File: src/rtl/core/skf_pkg.sv
// Shared constants, field widths and the sequencer control bundle for the
// scalar Kalman position filter. Used by every module under rtl/core.
package skf_pkg;

    // Fixed-point format of the gain and width of the stored variance.
    localparam int GAIN_FRAC_BITS = 16;
    localparam int VARIANCE_BITS  = 40;

    // Field widths of one fix and of one result.
    localparam int ACC_BITS       = 16;
    localparam int ELAPSED_BITS   = 32;
    localparam int LAT_BITS       = 31;
    localparam int LNG_BITS       = 32;
    localparam int ALT_BITS       = 31;
    localparam int VOUT_BITS      = 40;
    localparam int GAIN_OUT_BITS  = 16;

    // Internal datapath widths.
    localparam int SQ_BITS        = 2 * ACC_BITS;
    localparam int PROD_BITS      = ELAPSED_BITS + SQ_BITS;
    localparam int MS_PER_S       = 1000;
    localparam int DREM_BITS      = $clog2(MS_PER_S);
    localparam int GROWTH_BITS    = 55;
    localparam int SUM_BITS       = ((VARIANCE_BITS > GROWTH_BITS) ?
                                     VARIANCE_BITS : GROWTH_BITS) + 1;
    localparam int EST_BITS       = 32;
    localparam int RES_BITS       = EST_BITS + 1;
    localparam int CNT_BITS       = $clog2(PROD_BITS);

    // Configuration port and register map.
    localparam int CFG_INDEX_BITS = 8;
    localparam int CFG_DATA_BITS  = 16;
    localparam logic [CFG_INDEX_BITS-1:0] REG_MIN_ACCURACY = CFG_INDEX_BITS'(0);
    localparam logic [CFG_INDEX_BITS-1:0] REG_DECAY        = CFG_INDEX_BITS'(1);
    localparam logic [CFG_DATA_BITS-1:0]  MIN_ACCURACY_RESET = CFG_DATA_BITS'(100);
    localparam logic [CFG_DATA_BITS-1:0]  DECAY_RESET        = CFG_DATA_BITS'(300);

    // Strobes from the sequencer to the serial units.
    typedef struct packed {
        logic load;
        logic sq_step;
        logic mul_step;
        logic div_step;
        logic first_fix;
        logic var_add;
        logic gain_prep;
        logic gain_step;
        logic upd_step;
        logic apply;
    } skf_ctrl_t;

endpackage

File: src/rtl/core/skf_growth_unit.sv
// Bit-serial squares of accuracy and decay, the elapsed-time product and the
// divide by 1000 that give the variance growth. Depends on skf_pkg.
module skf_growth_unit
    import skf_pkg::*;
(
    input  logic                      aclk,
    input  skf_ctrl_t                 ctrl,
    input  logic [ACC_BITS-1:0]       acc_in,
    input  logic [ACC_BITS-1:0]       decay,
    input  logic [ELAPSED_BITS-1:0]   elapsed_in,
    output logic [SQ_BITS-1:0]        acc_sq,
    output logic [GROWTH_BITS-1:0]    growth
);

    logic [ACC_BITS-1:0]  acc_reg;
    logic [SQ_BITS-1:0]   asq_reg, asq_next;
    logic [SQ_BITS-1:0]   dsq_reg, dsq_next;
    logic [PROD_BITS-1:0] prod_reg, prod_next;
    logic [DREM_BITS-1:0] drem_reg, drem_next;
    logic [ACC_BITS:0]    asum;
    logic [ACC_BITS:0]    dsum;
    logic [SQ_BITS:0]     psum;
    logic [DREM_BITS:0]   dtrial;
    logic                 dge;

    // Shift-add steps: multiplier bits leave at the bottom, partial sums enter at the top.
    always_comb begin
        asum = {1'b0, asq_reg[SQ_BITS-1:ACC_BITS]} +
               (asq_reg[0] ? {1'b0, acc_reg} : '0);
        dsum = {1'b0, dsq_reg[SQ_BITS-1:ACC_BITS]} +
               (dsq_reg[0] ? {1'b0, decay} : '0);
        psum = {1'b0, prod_reg[PROD_BITS-1:ELAPSED_BITS]} +
               (prod_reg[0] ? {1'b0, dsq_reg} : '0);
        dtrial = {drem_reg, prod_reg[PROD_BITS-1]};
        dge    = (dtrial >= (DREM_BITS+1)'(MS_PER_S));
    end

    // Next values of the square, product and quotient registers.
    always_comb begin
        asq_next  = asq_reg;
        dsq_next  = dsq_reg;
        prod_next = prod_reg;
        drem_next = drem_reg;
        if (ctrl.load) begin
            asq_next  = SQ_BITS'(acc_in);
            dsq_next  = SQ_BITS'(decay);
            prod_next = PROD_BITS'(elapsed_in);
            drem_next = '0;
        end else if (ctrl.sq_step) begin
            asq_next = {asum, asq_reg[ACC_BITS-1:1]};
            dsq_next = {dsum, dsq_reg[ACC_BITS-1:1]};
        end else if (ctrl.mul_step) begin
            prod_next = {psum, prod_reg[ELAPSED_BITS-1:1]};
        end else if (ctrl.div_step) begin
            // Restoring long division by 1000, one quotient bit per cycle.
            drem_next = dge ? DREM_BITS'(dtrial - (DREM_BITS+1)'(MS_PER_S))
                            : dtrial[DREM_BITS-1:0];
            prod_next = {prod_reg[PROD_BITS-2:0], dge};
        end
    end

    always_ff @(posedge aclk) begin
        if (ctrl.load) begin
            acc_reg <= acc_in;
        end
        asq_reg  <= asq_next;
        dsq_reg  <= dsq_next;
        prod_reg <= prod_next;
        drem_reg <= drem_next;
    end

    assign acc_sq = asq_reg;
    assign growth = prod_reg[GROWTH_BITS-1:0];

endmodule

File: src/rtl/core/skf_var_gain.sv
// Variance register, bit-serial gain divider and serial variance decrement.
// Depends on skf_pkg.
module skf_var_gain
    import skf_pkg::*;
(
    input  logic                        aclk,
    input  logic                        aresetn,
    input  skf_ctrl_t                   ctrl,
    input  logic [SQ_BITS-1:0]          acc_sq,
    input  logic [GROWTH_BITS-1:0]      growth,
    output logic [VARIANCE_BITS-1:0]    var_out,
    output logic [GAIN_FRAC_BITS-1:0]   gain,
    output logic                        k_bit
);

    localparam logic [VARIANCE_BITS-1:0] VAR_MAX = {VARIANCE_BITS{1'b1}};

    logic [VARIANCE_BITS-1:0]  var_reg, var_next;
    logic [GAIN_FRAC_BITS-1:0] k_reg, k_next;
    logic [VARIANCE_BITS:0]    den_reg, den_next;
    logic [VARIANCE_BITS:0]    rem_reg, rem_next;
    logic                      den_zero_reg, den_zero_next;
    logic [VARIANCE_BITS-1:0]  dec_reg, dec_next;
    logic [SUM_BITS-1:0]       vsum;
    logic [VARIANCE_BITS+1:0]  rem2;
    logic                      qbit;
    logic [VARIANCE_BITS:0]    dsum;

    // Saturating growth sum, trial subtraction and decrement partial sum.
    always_comb begin
        vsum = SUM_BITS'(var_reg) + SUM_BITS'(growth);
        rem2 = {rem_reg, 1'b0};
        qbit = (rem2 >= (VARIANCE_BITS+2)'(den_reg)) && !den_zero_reg;
        dsum = (VARIANCE_BITS+1)'(dec_reg) +
               (k_reg[0] ? (VARIANCE_BITS+1)'(var_reg) : '0);
    end

    always_comb begin
        var_next      = var_reg;
        k_next        = k_reg;
        den_next      = den_reg;
        rem_next      = rem_reg;
        den_zero_next = den_zero_reg;
        dec_next      = dec_reg;
        if (ctrl.load) begin
            k_next = '0;
        end
        if (ctrl.first_fix) begin
            var_next = VARIANCE_BITS'(acc_sq);
        end
        if (ctrl.var_add) begin
            var_next = (vsum > SUM_BITS'(VAR_MAX)) ? VAR_MAX
                                                   : vsum[VARIANCE_BITS-1:0];
        end
        if (ctrl.gain_prep) begin
            den_next      = (VARIANCE_BITS+1)'(var_reg) + (VARIANCE_BITS+1)'(acc_sq);
            rem_next      = (VARIANCE_BITS+1)'(var_reg);
            den_zero_next = (var_reg == '0) && (acc_sq == '0);
            dec_next      = '0;
            k_next        = '0;
        end
        if (ctrl.gain_step) begin
            // Restoring division var / (var + acc^2), one gain bit per cycle.
            rem_next = qbit ? (VARIANCE_BITS+1)'(rem2 - (VARIANCE_BITS+2)'(den_reg))
                            : rem2[VARIANCE_BITS:0];
            k_next   = {k_reg[GAIN_FRAC_BITS-2:0], qbit};
        end
        if (ctrl.upd_step) begin
            // Gain bits go out LSB first and rotate back into place.
            dec_next = dsum[VARIANCE_BITS:1];
            k_next   = {k_reg[0], k_reg[GAIN_FRAC_BITS-1:1]};
        end
        if (ctrl.apply) begin
            var_next = var_reg - dec_reg;
        end
    end

    always_ff @(posedge aclk) begin
        if (!aresetn) begin
            var_reg <= '0;
            k_reg   <= '0;
        end else begin
            var_reg <= var_next;
            k_reg   <= k_next;
        end
    end

    always_ff @(posedge aclk) begin
        den_reg      <= den_next;
        rem_reg      <= rem_next;
        den_zero_reg <= den_zero_next;
        dec_reg      <= dec_next;
    end

    assign var_out = var_reg;
    assign gain    = k_reg;
    assign k_bit   = k_reg[0];

endmodule

File: src/rtl/core/skf_coord_lane.sv
// One coordinate of the estimate: residual and bit-serial gain product with
// floor shift, then the update. Depends on skf_pkg.
module skf_coord_lane
    import skf_pkg::*;
(
    input  logic                        aclk,
    input  logic                        aresetn,
    input  skf_ctrl_t                   ctrl,
    input  logic signed [EST_BITS-1:0]  meas_in,
    input  logic                        k_bit,
    output logic signed [EST_BITS-1:0]  est
);

    logic signed [EST_BITS-1:0] meas_reg;
    logic signed [EST_BITS-1:0] est_reg, est_next;
    logic signed [RES_BITS-1:0] res_reg, res_next;
    logic signed [RES_BITS-1:0] acc_reg, acc_next;
    logic signed [RES_BITS:0]   asum;
    logic signed [RES_BITS-1:0] esum;

    // Each step adds the residual for a set gain bit and halves, which
    // floors the product by the gain scale after the last bit.
    always_comb begin
        asum = (RES_BITS+1)'(acc_reg) + (k_bit ? (RES_BITS+1)'(res_reg) : '0);
        esum = RES_BITS'(est_reg) + acc_reg;
    end

    always_comb begin
        est_next = est_reg;
        res_next = res_reg;
        acc_next = acc_reg;
        if (ctrl.first_fix) begin
            est_next = meas_reg;
        end
        if (ctrl.gain_prep) begin
            res_next = RES_BITS'(meas_reg) - RES_BITS'(est_reg);
            acc_next = '0;
        end
        if (ctrl.upd_step) begin
            acc_next = asum[RES_BITS:1];
        end
        if (ctrl.apply) begin
            est_next = esum[EST_BITS-1:0];
        end
    end

    always_ff @(posedge aclk) begin
        if (!aresetn) begin
            est_reg <= '0;
        end else begin
            est_reg <= est_next;
        end
    end

    always_ff @(posedge aclk) begin
        if (ctrl.load) begin
            meas_reg <= meas_in;
        end
        res_reg <= res_next;
        acc_reg <= acc_next;
    end

    assign est = est_reg;

endmodule

File: src/rtl/core/scalar_kalman_position_filter_core.sv
// Scalar Kalman position filter: top level with sequencer, registers and output stage.
// A new fix is accepted only in idle, once the previous result is in the output register. Later fixes
// run the squares, the elapsed-time product, the 64-step divide by 1000 (which dominates), the gain
// division and the update; the first fix runs only the squares before its result is output.
// Reset clears the estimate, variance and initialized flag and loads min_accuracy_cm = 100
// and decay_cm_per_s = 300. Depends on skf_pkg and the skf_* units.
module scalar_kalman_position_filter_core
    import skf_pkg::*;
(
    input  logic                          aclk,
    input  logic                          aresetn,
    input  logic                          cfg_valid,
    output logic                          cfg_ready,
    input  logic [CFG_INDEX_BITS-1:0]     cfg_index,
    input  logic [CFG_DATA_BITS-1:0]      cfg_data,
    input  logic                          s_valid,
    output logic                          s_ready,
    input  logic signed [LAT_BITS-1:0]    s_meas_lat,
    input  logic signed [LNG_BITS-1:0]    s_meas_lng,
    input  logic signed [ALT_BITS-1:0]    s_meas_alt,
    input  logic [ACC_BITS-1:0]           s_meas_accuracy,
    input  logic [ELAPSED_BITS-1:0]       s_elapsed_ms,
    output logic                          m_valid,
    input  logic                          m_ready,
    output logic signed [LAT_BITS-1:0]    m_est_lat_out,
    output logic signed [LNG_BITS-1:0]    m_est_lng_out,
    output logic signed [ALT_BITS-1:0]    m_est_alt_out,
    output logic [VOUT_BITS-1:0]          m_variance_out,
    output logic [GAIN_OUT_BITS-1:0]      m_gain_out
);

    localparam logic [3:0] ST_IDLE   = 4'd0;
    localparam logic [3:0] ST_SQUARE = 4'd1;
    localparam logic [3:0] ST_FIRST  = 4'd2;
    localparam logic [3:0] ST_MUL    = 4'd3;
    localparam logic [3:0] ST_DIV    = 4'd4;
    localparam logic [3:0] ST_ADD    = 4'd5;
    localparam logic [3:0] ST_PREP   = 4'd6;
    localparam logic [3:0] ST_GAIN   = 4'd7;
    localparam logic [3:0] ST_UPD    = 4'd8;
    localparam logic [3:0] ST_APPLY  = 4'd9;
    localparam logic [3:0] ST_OUT    = 4'd10;

    localparam int VEXT_BITS = (VARIANCE_BITS > VOUT_BITS) ? VARIANCE_BITS : VOUT_BITS;
    localparam logic [VOUT_BITS-1:0] VOUT_MAX = {VOUT_BITS{1'b1}};

    logic [3:0]                  state_reg, state_next;
    logic [CNT_BITS-1:0]         cnt_reg, cnt_next;
    logic                        init_reg, init_next;
    logic [ACC_BITS-1:0]         min_acc_reg;
    logic [ACC_BITS-1:0]         decay_reg;
    logic                        in_accept;
    logic                        out_load;
    logic [ACC_BITS-1:0]         acc_clamped;
    skf_ctrl_t                   ctrl;

    logic [SQ_BITS-1:0]          acc_sq;
    logic [GROWTH_BITS-1:0]      growth;
    logic [VARIANCE_BITS-1:0]    var_value;
    logic [GAIN_FRAC_BITS-1:0]   gain;
    logic                        k_bit;
    logic signed [EST_BITS-1:0]  est_lat;
    logic signed [EST_BITS-1:0]  est_lng;
    logic signed [EST_BITS-1:0]  est_alt;

    logic [GAIN_FRAC_BITS+GAIN_OUT_BITS-1:0] gain_wide;
    logic [VEXT_BITS-1:0]        var_ext;
    logic [VOUT_BITS-1:0]        var_sat;

    logic                        m_valid_reg, m_valid_next;
    logic signed [LAT_BITS-1:0]  lat_out_reg;
    logic signed [LNG_BITS-1:0]  lng_out_reg;
    logic signed [ALT_BITS-1:0]  alt_out_reg;
    logic [VOUT_BITS-1:0]        var_out_reg;
    logic [GAIN_OUT_BITS-1:0]    gain_out_reg;

    // Configuration registers; the user must write them only while idle, which the block does not enforce.
    assign cfg_ready = 1'b1;

    always_ff @(posedge aclk) begin
        if (!aresetn) begin
            min_acc_reg <= MIN_ACCURACY_RESET;
            decay_reg   <= DECAY_RESET;
        end else if (cfg_valid) begin
            case (cfg_index)
                REG_MIN_ACCURACY: min_acc_reg <= cfg_data;
                REG_DECAY:        decay_reg   <= cfg_data;
                default:          ;
            endcase
        end
    end

    // Input transaction and accuracy clamp.
    assign s_ready     = (state_reg == ST_IDLE);
    assign in_accept   = s_valid && s_ready;
    assign acc_clamped = (s_meas_accuracy < min_acc_reg) ? min_acc_reg : s_meas_accuracy;

    // Sequencer: one strobe per serial step, counted by cnt_reg.
    always_comb begin
        state_next = state_reg;
        cnt_next   = cnt_reg;
        init_next  = init_reg;
        ctrl       = '0;
        out_load   = 1'b0;
        case (state_reg)
            ST_IDLE: begin
                if (in_accept) begin
                    ctrl.load  = 1'b1;
                    cnt_next   = '0;
                    state_next = ST_SQUARE;
                end
            end
            ST_SQUARE: begin
                ctrl.sq_step = 1'b1;
                cnt_next     = cnt_reg + 1'b1;
                if (cnt_reg == CNT_BITS'(ACC_BITS - 1)) begin
                    cnt_next   = '0;
                    state_next = init_reg ? ST_MUL : ST_FIRST;
                end
            end
            ST_FIRST: begin
                ctrl.first_fix = 1'b1;
                init_next      = 1'b1;
                state_next     = ST_OUT;
            end
            ST_MUL: begin
                ctrl.mul_step = 1'b1;
                cnt_next      = cnt_reg + 1'b1;
                if (cnt_reg == CNT_BITS'(ELAPSED_BITS - 1)) begin
                    cnt_next   = '0;
                    state_next = ST_DIV;
                end
            end
            ST_DIV: begin
                ctrl.div_step = 1'b1;
                cnt_next      = cnt_reg + 1'b1;
                if (cnt_reg == CNT_BITS'(PROD_BITS - 1)) begin
                    cnt_next   = '0;
                    state_next = ST_ADD;
                end
            end
            ST_ADD: begin
                ctrl.var_add = 1'b1;
                state_next   = ST_PREP;
            end
            ST_PREP: begin
                ctrl.gain_prep = 1'b1;
                cnt_next       = '0;
                state_next     = ST_GAIN;
            end
            ST_GAIN: begin
                ctrl.gain_step = 1'b1;
                cnt_next       = cnt_reg + 1'b1;
                if (cnt_reg == CNT_BITS'(GAIN_FRAC_BITS - 1)) begin
                    cnt_next   = '0;
                    state_next = ST_UPD;
                end
            end
            ST_UPD: begin
                ctrl.upd_step = 1'b1;
                cnt_next      = cnt_reg + 1'b1;
                if (cnt_reg == CNT_BITS'(GAIN_FRAC_BITS - 1)) begin
                    cnt_next   = '0;
                    state_next = ST_APPLY;
                end
            end
            ST_APPLY: begin
                ctrl.apply = 1'b1;
                state_next = ST_OUT;
            end
            ST_OUT: begin
                // Hand the result over once the output register is free.
                if (!m_valid_reg || m_ready) begin
                    out_load   = 1'b1;
                    state_next = ST_IDLE;
                end
            end
            default: begin
                state_next = ST_IDLE;
            end
        endcase
    end

    always_ff @(posedge aclk) begin
        if (!aresetn) begin
            state_reg <= ST_IDLE;
            cnt_reg   <= '0;
            init_reg  <= 1'b0;
        end else begin
            state_reg <= state_next;
            cnt_reg   <= cnt_next;
            init_reg  <= init_next;
        end
    end

    // Serial arithmetic units.
    skf_growth_unit u_growth (
        .aclk       (aclk),
        .ctrl       (ctrl),
        .acc_in     (acc_clamped),
        .decay      (decay_reg),
        .elapsed_in (s_elapsed_ms),
        .acc_sq     (acc_sq),
        .growth     (growth)
    );

    skf_var_gain u_var_gain (
        .aclk    (aclk),
        .aresetn (aresetn),
        .ctrl    (ctrl),
        .acc_sq  (acc_sq),
        .growth  (growth),
        .var_out (var_value),
        .gain    (gain),
        .k_bit   (k_bit)
    );

    skf_coord_lane u_lane_lat (
        .aclk    (aclk),
        .aresetn (aresetn),
        .ctrl    (ctrl),
        .meas_in (EST_BITS'(s_meas_lat)),
        .k_bit   (k_bit),
        .est     (est_lat)
    );

    skf_coord_lane u_lane_lng (
        .aclk    (aclk),
        .aresetn (aresetn),
        .ctrl    (ctrl),
        .meas_in (EST_BITS'(s_meas_lng)),
        .k_bit   (k_bit),
        .est     (est_lng)
    );

    skf_coord_lane u_lane_alt (
        .aclk    (aclk),
        .aresetn (aresetn),
        .ctrl    (ctrl),
        .meas_in (EST_BITS'(s_meas_alt)),
        .k_bit   (k_bit),
        .est     (est_alt)
    );

    // Rescale the gain to Q0.16 and saturate the variance to the output width.
    always_comb begin
        gain_wide = {gain, {GAIN_OUT_BITS{1'b0}}} >> GAIN_FRAC_BITS;
        var_ext   = VEXT_BITS'(var_value);
        var_sat   = (var_ext > VEXT_BITS'(VOUT_MAX)) ? VOUT_MAX : var_ext[VOUT_BITS-1:0];
    end

    // Output register: holds one finished result until the transaction completes.
    always_comb begin
        m_valid_next = m_valid_reg;
        if (out_load) begin
            m_valid_next = 1'b1;
        end else if (m_ready) begin
            m_valid_next = 1'b0;
        end
    end

    always_ff @(posedge aclk) begin
        if (!aresetn) begin
            m_valid_reg <= 1'b0;
        end else begin
            m_valid_reg <= m_valid_next;
        end
    end

    always_ff @(posedge aclk) begin
        if (out_load) begin
            lat_out_reg  <= est_lat[LAT_BITS-1:0];
            lng_out_reg  <= est_lng[LNG_BITS-1:0];
            alt_out_reg  <= est_alt[ALT_BITS-1:0];
            var_out_reg  <= var_sat;
            gain_out_reg <= gain_wide[GAIN_OUT_BITS-1:0];
        end
    end

    assign m_valid        = m_valid_reg;
    assign m_est_lat_out  = lat_out_reg;
    assign m_est_lng_out  = lng_out_reg;
    assign m_est_alt_out  = alt_out_reg;
    assign m_variance_out = var_out_reg;
    assign m_gain_out     = gain_out_reg;

endmodule
File: config.mk
export PLATFORM = sky130hd
export DESIGN_NAME = scalar_kalman_position_filter_core
export DESIGN_NICKNAME = d
export VERILOG_FILES = /design/src/rtl/core/skf_pkg.sv /design/src/rtl/core/skf_growth_unit.sv /design/src/rtl/core/skf_var_gain.sv /design/src/rtl/core/skf_coord_lane.sv /design/src/rtl/core/scalar_kalman_position_filter_core.sv
export SDC_FILE = /design/constraint.sdc
export NUM_CORES = 2
export LEC_CHECK = 0
export BUFFER_PORTS_ARGS = -buffer_cell sky130_fd_sc_hd__clkbuf_2
export CAP_MARGIN = 5
export CORE_AREA = 2 2 431 433
export CTS_BUF_LIST = sky130_fd_sc_hd__clkbuf_8
export DETAILED_ROUTE_END_ITERATION = 8
export DIE_AREA = 0 0 433 435
export PLACE_DENSITY = 0.49
export SYNTH_ARGS = -nofsm -noshare
export SYNTH_HDL_FRONTEND = slang
export SYNTH_HIERARCHICAL = 1
export SYNTH_SLANG_ARGS = --single-unit
File: constraint.sdc
create_clock -name aclk -period 20.8 [get_ports aclk]
set_input_delay 4.16 -clock aclk [delete_from_list [all_inputs] [get_ports aclk]]
set_output_delay 4.16 -clock aclk [all_outputs]
set_load 0.02 [all_outputs]
==> impl_metrics.py <==
metrics = {
    "final_layout": {
        "fin_util_pct": 39.8,
        "final_common_cell": "edfxtp_1",
        "multi_input_comb_area_um2": 38100,
        "regArea_um2": 24800,
        "final_cell_mix": "647 x edfxtp_1, 598 x a21oi_1, 557 x ha_1",
        "drive_gt1_share_pct": 11.6,
        "nNetsFinal": 8035,
        "area_growth_pct": 11.1,
        "largest_reg_flops": 64,
        "num-fill-cells": 18500,
    },
    "sta": {
        "final_hold_viol_count": 0,
        "maxSlewHeadroom_pct": 14.9,
        "setup_viol": 0,
        "worst_pin_slew_ns": 1.27,
        "fin_setup_tns_ns": 0,
        "worst_hold_slack_ns": 0.466,
        "skew_ns": 0.0431,
        "drv_slew": 0,
        "min_period_ns": 6.78,
        "rsz0062_at_grt": "no",
        "fmax_mhz": 147,
        "period_share_pct": 32.6,
    },
    "worst_setup_path": {
        "cp.required_ns": 16.64,
        "cp_max_fo": 22,
        "cp_data_arrival_time_ns": 2.62,
        "critPathCaptureType": "output pin",
        "crit_type": "flip-flop to output pin",
        "crit_path_start_kind": "flip-flop",
        "rrSetupSlack_ns": 15.30,
    },
    "logic_synthesis": {
        "seq_area_frac_synth_pct": 37.7,
        "async_flop_share_pct": 0,
        "synth_nets": 7824,
        "synthesis.area_um2": 65900,
        "avgSynthCellArea_um2": 9.31,
        "synthFlopType": "edfxtp_1",
        "ys_seq_elements": 917,
        "yosysUniqueCellTypes": 127,
        "syn_inst": 7079,
        "yosysWarnings": 6,
        "synth-edff-count": 647,
    },
    "die": {
        "dieArea_um2": 188000,
        "fp-row-count": 158,
        "die_h_um": 435,
        "io_pins": 324,
        "coreArea_um2": 184000,
        "die_w_um": 433,
        "start_util_pct": 35.8,
    },
    "cts": {
        "cts_buffers": 178,
        "postCtsSetupRepairBufs": 0,
        "h-tree-depth": 4,
        "ctsRootBufferMaster": "clkbuf_8",
        "clk_path_buf_depth": 3,
        "cts_tree": "built",
        "cts_resized": 0,
        "cts_hold_buf": 0,
        "clkSinkCount": 917,
        "clk_pin_slew_ns": 0.06,
        "clk_latency_ns": 0.93,
    },
    "power_and_ir_drop": {
        "total_leakage_power_nw": 29.9,
        "powerDensity_nw_per_um2": 107,
        "ir_drop_mv": 0.0586,
    },
    "routing": {
        "vias": 54500,
        "antenna_left": 0,
        "wirelength_um": 216000,
        "avgViaCountPerCell": 5.49,
        "met1_length_um": 97700,
        "met3_length_um": 11100,
        "wl_per_cell_um": 21.8,
        "drc": 0,
        "wl_met2_um": 99500,
        "drtIter0Drc": 4327,
        "drtPass1Iterations": 5,
        "top_layer": "met5",
    },
    "outcome": {
        "status": "completed",
    },
    "global_routing": {
        "grt_start_max_net_pins": 106,
        "antenna_found_initial": 8,
        "grt_pass1_vias": 52600,
        "overflow": 0,
        "track_usage_pct": 22.2,
        "grt_pass1_wl_um": 325000,
    },
    "place": {
        "dp_hpwl_um": 163000,
        "io_buffers": 322,
        "routabilityCongestion": 0.905,
    },
    "job": {
        "maxCapViolCount": 0,
    },
    "worst_hold_path": {
        "hp-class": "flip-flop to flip-flop",
    },
}
cells in the mapped netlist, types with 107 or more instances:
| cell type | n | area [µm²] |
|---|---|---|
| nor2_1 | 481 | 1810 |
| nand3_1 | 134 | 671 |
| a21o_1 | 240 | 1800 |
| nand2_1 | 466 | 1750 |
| mux2i_1 | 165 | 1650 |
| nor2b_1 | 107 | 669 |
| inv_1 | 347 | 1300 |
| xnor2_1 | 256 | 2240 |
| a211oi_1 | 140 | 1050 |
| dfxtp_1 | 270 | 5410 |
| a21oi_1 | 598 | 2990 |
| ha_1 | 557 | 6970 |
| xor2_1 | 181 | 1590 |
| edfxtp_1 | 647 | 19400 |
| and2_1 | 278 | 1740 |
| o21ai_0 | 451 | 2260 |
| clkbuf_1 | 255 | 957 |
| nor3_1 | 111 | 556 |
cells by family after synthesis:
family / Yosys count / synth area share, %
compound gates: 2150 / 21.4
xor+xnor: 437 / 5.81
fa+ha+maj: 574 / 11.1
buf+inv: 720 / 4.53
flops: 917 / 37.7
mux: 222 / 3.48
other cells: 1 / 0.00569
simple gates: 2058 / 16.0
final cells by class:
class | count | area share, %
Clock buffer | 206 | 3.87
Tap cell | 2480 | 4.24
Multi-Input combinational cell | 5442 | 52.1
Clock inverter | 128 | 0.987
Antenna cell | 5 | 0.0171
Timing Repair Buffer | 400 | 3.02
Sequential cell | 917 | 33.9
Inverter | 351 | 1.80
power by group:
group	total (mW)	internal (mW)	switching, mW
Sequential	2.73	2.38	0.349
Combinational	3.24	1.21	2.03
Clock	1.83	0.958	0.869
Total	7.79	4.54	3.25
metrics by stage:
stage / power [mW] / setup slack [ns] / instances / area, µm²
2_1_floorplan: 4.92 / 1.53 / 7079 / 65900
3_3_place_gp: 5.93 / 13.45 / 9590 / 69600
3_5_place_dp: 5.94 / 13.39 / 9590 / 69600
4_1_cts: 7.84 / 13.81 / 9924 / 73200
5_1_grt: 8.28 / 13.86 / 9926 / 73200
6_report: 7.79 / 14.02 / 9929 / 73200
path summary, 6_finish.rpt:
| path | to | depth (start not counted) | from |
|---|---|---|---|
| worst max-delay path | s_ready | 2 | state_reg[0] |
| worst min-delay path | init_reg | 1 | init_reg |
| worst max register to register | u_var_gain/var_out[19] | 12 | u_var_gain/var_out[1] |
| worst min register to register | init_reg | 1 | init_reg |
critical path, cell delays in order, from the launching register on:
cell and delay [ns]:
dfxtp_1 0.55, nor4_1 0.85, clkbuf_2 0.30
routing by layer:
metal | track usage [%] | up-vias
met3 | 3.33 | 315
met5 | 0 | -
met2 | 36.2 | 1523
met4 | 8.30 | 6
met1 | 29.7 | 26000
li1 | - | 26600
Note: power is estimated with default switching activity, not from simulation.
